### src/rtl/core/bbu_cross.sv
// registered cross product of two vectors with U fraction bits, products kept at 2U fraction bits
module bbu_cross #(
	parameter int UFRAC = 14
) (
	input  logic                      clk,
	input  logic                      en,
	input  logic signed [UFRAC+1:0]   ax,
	input  logic signed [UFRAC+1:0]   ay,
	input  logic signed [UFRAC+1:0]   az,
	input  logic signed [UFRAC+1:0]   bx,
	input  logic signed [UFRAC+1:0]   by,
	input  logic signed [UFRAC+1:0]   bz,
	output logic signed [2*UFRAC+3:0] ox,
	output logic signed [2*UFRAC+3:0] oy,
	output logic signed [2*UFRAC+3:0] oz
);
	localparam int PW = 2*UFRAC + 4;
	logic signed [PW-1:0] p_s1 [6];
	always_ff @(posedge clk) begin
		if (en) begin
			p_s1[0] <= PW'(ay * bz);
			p_s1[1] <= PW'(az * by);
			p_s1[2] <= PW'(az * bx);
			p_s1[3] <= PW'(ax * bz);
			p_s1[4] <= PW'(ax * by);
			p_s1[5] <= PW'(ay * bx);
		end
	end
	always_ff @(posedge clk) begin
		if (en) begin
			ox <= p_s1[0] - p_s1[1];
			oy <= p_s1[2] - p_s1[3];
			oz <= p_s1[4] - p_s1[5];
		end
	end
endmodule

### config.mk
export PLATFORM = sky130hd
export DESIGN_NAME = bbu_cross
export DESIGN_NICKNAME = d
export VERILOG_FILES = /design/src/rtl/core/bbu_cross.sv
export SDC_FILE = /design/constraint.sdc
export NUM_CORES = 2
export LEC_CHECK = 0
export BUFFER_PORTS_ARGS = -buffer_cell sky130_fd_sc_hd__buf_4
export CORE_MARGIN = 2
export CORE_UTILIZATION = 40
export DETAILED_ROUTE_END_ITERATION = 12
export GPL_ROUTABILITY_DRIVEN = 0
export PLACE_DENSITY = 0.64
export SKIP_LAST_GASP = 1
export SYNTH_ARGS = -nofsm -noshare
export SYNTH_HDL_FRONTEND = slang
export SYNTH_SLANG_ARGS = --single-unit
### constraint.sdc
create_clock -name clk -period 6.7 [get_ports clk]
set_clock_uncertainty 0.1 [all_clocks]
set_input_delay 0.335 -clock clk [delete_from_list [all_inputs] [get_ports clk]]
set_output_delay 0.335 -clock clk [all_outputs]
set_load 0.01 [all_outputs]
==> metrics <==
GRT overflow=0; ratio of cells with drive above 1 in the final layout=6.73%; first-pass GRT wire length=311,000 um; clk root buf=clkbuf_16; vias=50,900; reg2reg path depth=12; Warnings, synthesis=0; WL/cell=19.0 um; top post-synthesis cells by area=fa_1 (44%), edfxtp_1 (12%), ha_1 (10%); Cells after Synth=7,528; Cell Area, Placed=77,600 um2; DR top layer=met5; sequential cell area=8650 um2; vias per cell=5.04; DIE AREA=184,000 um2; FILL cells=17,300; DP HPWL=160,000 um; site row count=156; Starting Density=40.1%; Post-CTS Hold Buffers=0; Worst setup EP type=register; synth-to-layout area growth=9.07%; DRT iter0 DRCs=2,960; Non-Filler Instances=10,100; Final Max Slew Viols=0; Final period util=91.6%; Fin. Hold Viols=0; Die X=429 um; Post-CTS Setup Inserts=0; crit path kind=input pin to register; post-route cell area=78,900 um2; met3 routed WL=12,300 um; ys flop type=edfxtp_1; Post-Syn Area=72,400 um2; WP data arrival=6.40 ns; wl on met1=77,600 um; Worst R2R End=ox[30]$_DFFE_PP_; RR Startpoint=p_s1[0][0]$_DFFE_PP_; Die Ht=429 um; Post-layout nets=9,959; post-CTS sizing=0; Startpoint Class=input pin; Worst Hold Depth=2; Routed WL=192,000 um; Placed Cells=10,000; number of global-route vias before repair=56,100; Worst-Margin Slew=0.955 ns; drt pass-1 iters=6; initial antenna violation count=21; Worst Hold Class=input pin to register; drt drc=0; post-synthesis register bit count=288; Avg Cell Area, Syn=9.61 um2; Clk pin slew, worst setup/hold paths=0.05 ns; clock sinks=288; Ports=194; hold path start=ay[0]; Tmin final=6.14 ns; async set-reset flop share out of synthesis=0%; IO Port Bufs=193; CTS tree=built; Relative slew margins=36.3%; max cap viols=0; Inserted Clock Buffers=39; status=complete, no violations; unrepaired setup endpoints after global routing=false; max frequency=0.163 GHz; largest net degree at the start of global routing=78; hold path endpoint=p_s1[0][0]$_DFFE_PP_; Multi-input gate area=55,600 um2; Unique masters post-synth=78; Post-DRT Antenna Nets=0; post-synth top area cell=fa_1; worst skew pair latency=0.62 ns; r2r setup slk=3.00 ns; crit path max fanout=11; Setup-failing EPs final=0; TNS Setup=0 ns; post-synthesis sequential area ratio=11.9%; Syn Nets=9,786; share of the synthesized area in the top cell type=43.6%; area of the core=180,000 um2; H-tree depth=2; WP data required=6.96 ns; metal2 WL=93,200 um; CTS Buffer Depth=3; gr usage total=21.6%; EDFF count, synth=288
==> worst max path at each step <==
stage / startpoint / end / slack [ns] / cells past startpoint
finish: ay[15] / p_s1[0][31]$_DFFE_PP_ / 0.56 / 22
global route: ax[7] / p_s1[3][31]$_DFFE_PP_ / 0.06 / 24
CTS: ay[15] / p_s1[0][31]$_DFFE_PP_ / 0.62 / 22
detailed placement: ax[15] / p_s1[3][31]$_DFFE_PP_ / -0.05 / 21
global placement: ay[15] / p_s1[0][31]$_DFFE_PP_ / 0.03 / 22
floorplan: ay[15] / p_s1[0][31]$_DFFE_PP_ / 0.37 / 20
==> placed cells by master, fill, tap and decap left out, types with 7 or more instances in the layout <==
cell type  count
ha_1         585
clkbuf_16     39
nand2_1      786
buf_12        12
nand3_1       43
nand4_1       21
o21a_1        43
a21o_1       101
nor2_1       176
fa_1        1575
xnor2_1      231
nor3_1        37
o31ai_1       11
o31a_1         7
o21ai_0      121
diode_2        8
a211oi_1      36
edfxtp_1     288
and3_1        22
nor2b_1       24
a21oi_1      205
a31oi_1       19
o21bai_1      45
inv_1       1858
xor2_1        62
a2111oi_0     11
o211ai_1      14
and2_1       750
nand2b_1      48
buf_4        416
or3_1          7
==> cell families after synthesis <==
kind of cell / share of synthesized area, %
adder cells (fa/ha/maj): 53.7
multiplexers: 0.0415
buffers and inverters: 11.2
flip-flops: 11.9
AND/OR/NAND/NOR: 13.4
XOR/XNOR: 3.55
AO/OA/AOI/OAI: 6.23
==> synthesized netlist by cell type (all sizes together) (5+ instances only) <==
library cell	count
inv	1858
fa	1575
nand2	786
and2	750
ha	585
clkbuf	294
edfxtp	288
xnor2	231
a21oi	206
nor2	176
o21ai	123
a21o	101
xor2	62
nand2b	48
o21bai	45
nand3	43
o21a	43
a211oi	38
nor3	38
nor2b	25
and3	22
nand4	21
a31oi	19
o211ai	15
a2111oi	13
o31ai	11
o31a	8
or3	7
a31o	6
nor3b	6
o2111ai	6
a2111o	5
a211o	5
o41ai	5
==> sequential cells by signal, summed over array words and instances, names as in the netlist <==
signal / cells
oz: 32
ox: 32
p_s1: 192
oy: 32
==> layout make-up <==
class | instances | area share (%)
Sequential cell | 288 | 11.0
Multi-Input combinational cell | 5085 | 70.5
Inverter | 1858 | 8.84
Clock buffer | 41 | 1.25
Clock inverter | 30 | 0.417
Timing Repair Buffer | 429 | 4.28
Antenna cell | 8 | 0.0254
Tap cell | 2370 | 3.76
==> critical path, cell delays in order <==
cell and delay, ns:
buf_4 0.19, nand2_1 0.13, inv_1 0.09, fa_1 0.77, fa_1 0.50, fa_1 0.49, fa_1 0.50, fa_1 0.53
inv_1 0.06, fa_1 0.49, inv_1 0.05, ha_1 0.35, and3_1 0.22, and3_1 0.22, nand3_1 0.11, a2111oi_0 0.40
buf_4 0.20, nor3b_1 0.05, o21ai_0 0.26, a31oi_1 0.15, o21bai_1 0.17, xnor2_1 0.09
==> metal layers <==
metal / vias up / track usage, %
met5: - / 0
met1: 26300 / 27.5
met3: 313 / 3.75
met2: 1372 / 36.4
li1: 22900 / -
met4: 8 / 8.98
==> per-stage QoR <==
step	setup WS [ns]	hold slack, ns	util (%)
after floorplan	0.370	0.347	-
after global routing	0.0631	0.103	43.8
after CTS	0.623	0.0525	43.8
after detailed placement	-0.0483	0.556	43.0
final	0.560	0.108	43.8
after global placement	0.0326	0.553	43.0
Power is left out: the tool's default activity adds up to more than one toggle a clock period on the data nets, which glitch-free logic cannot reach.
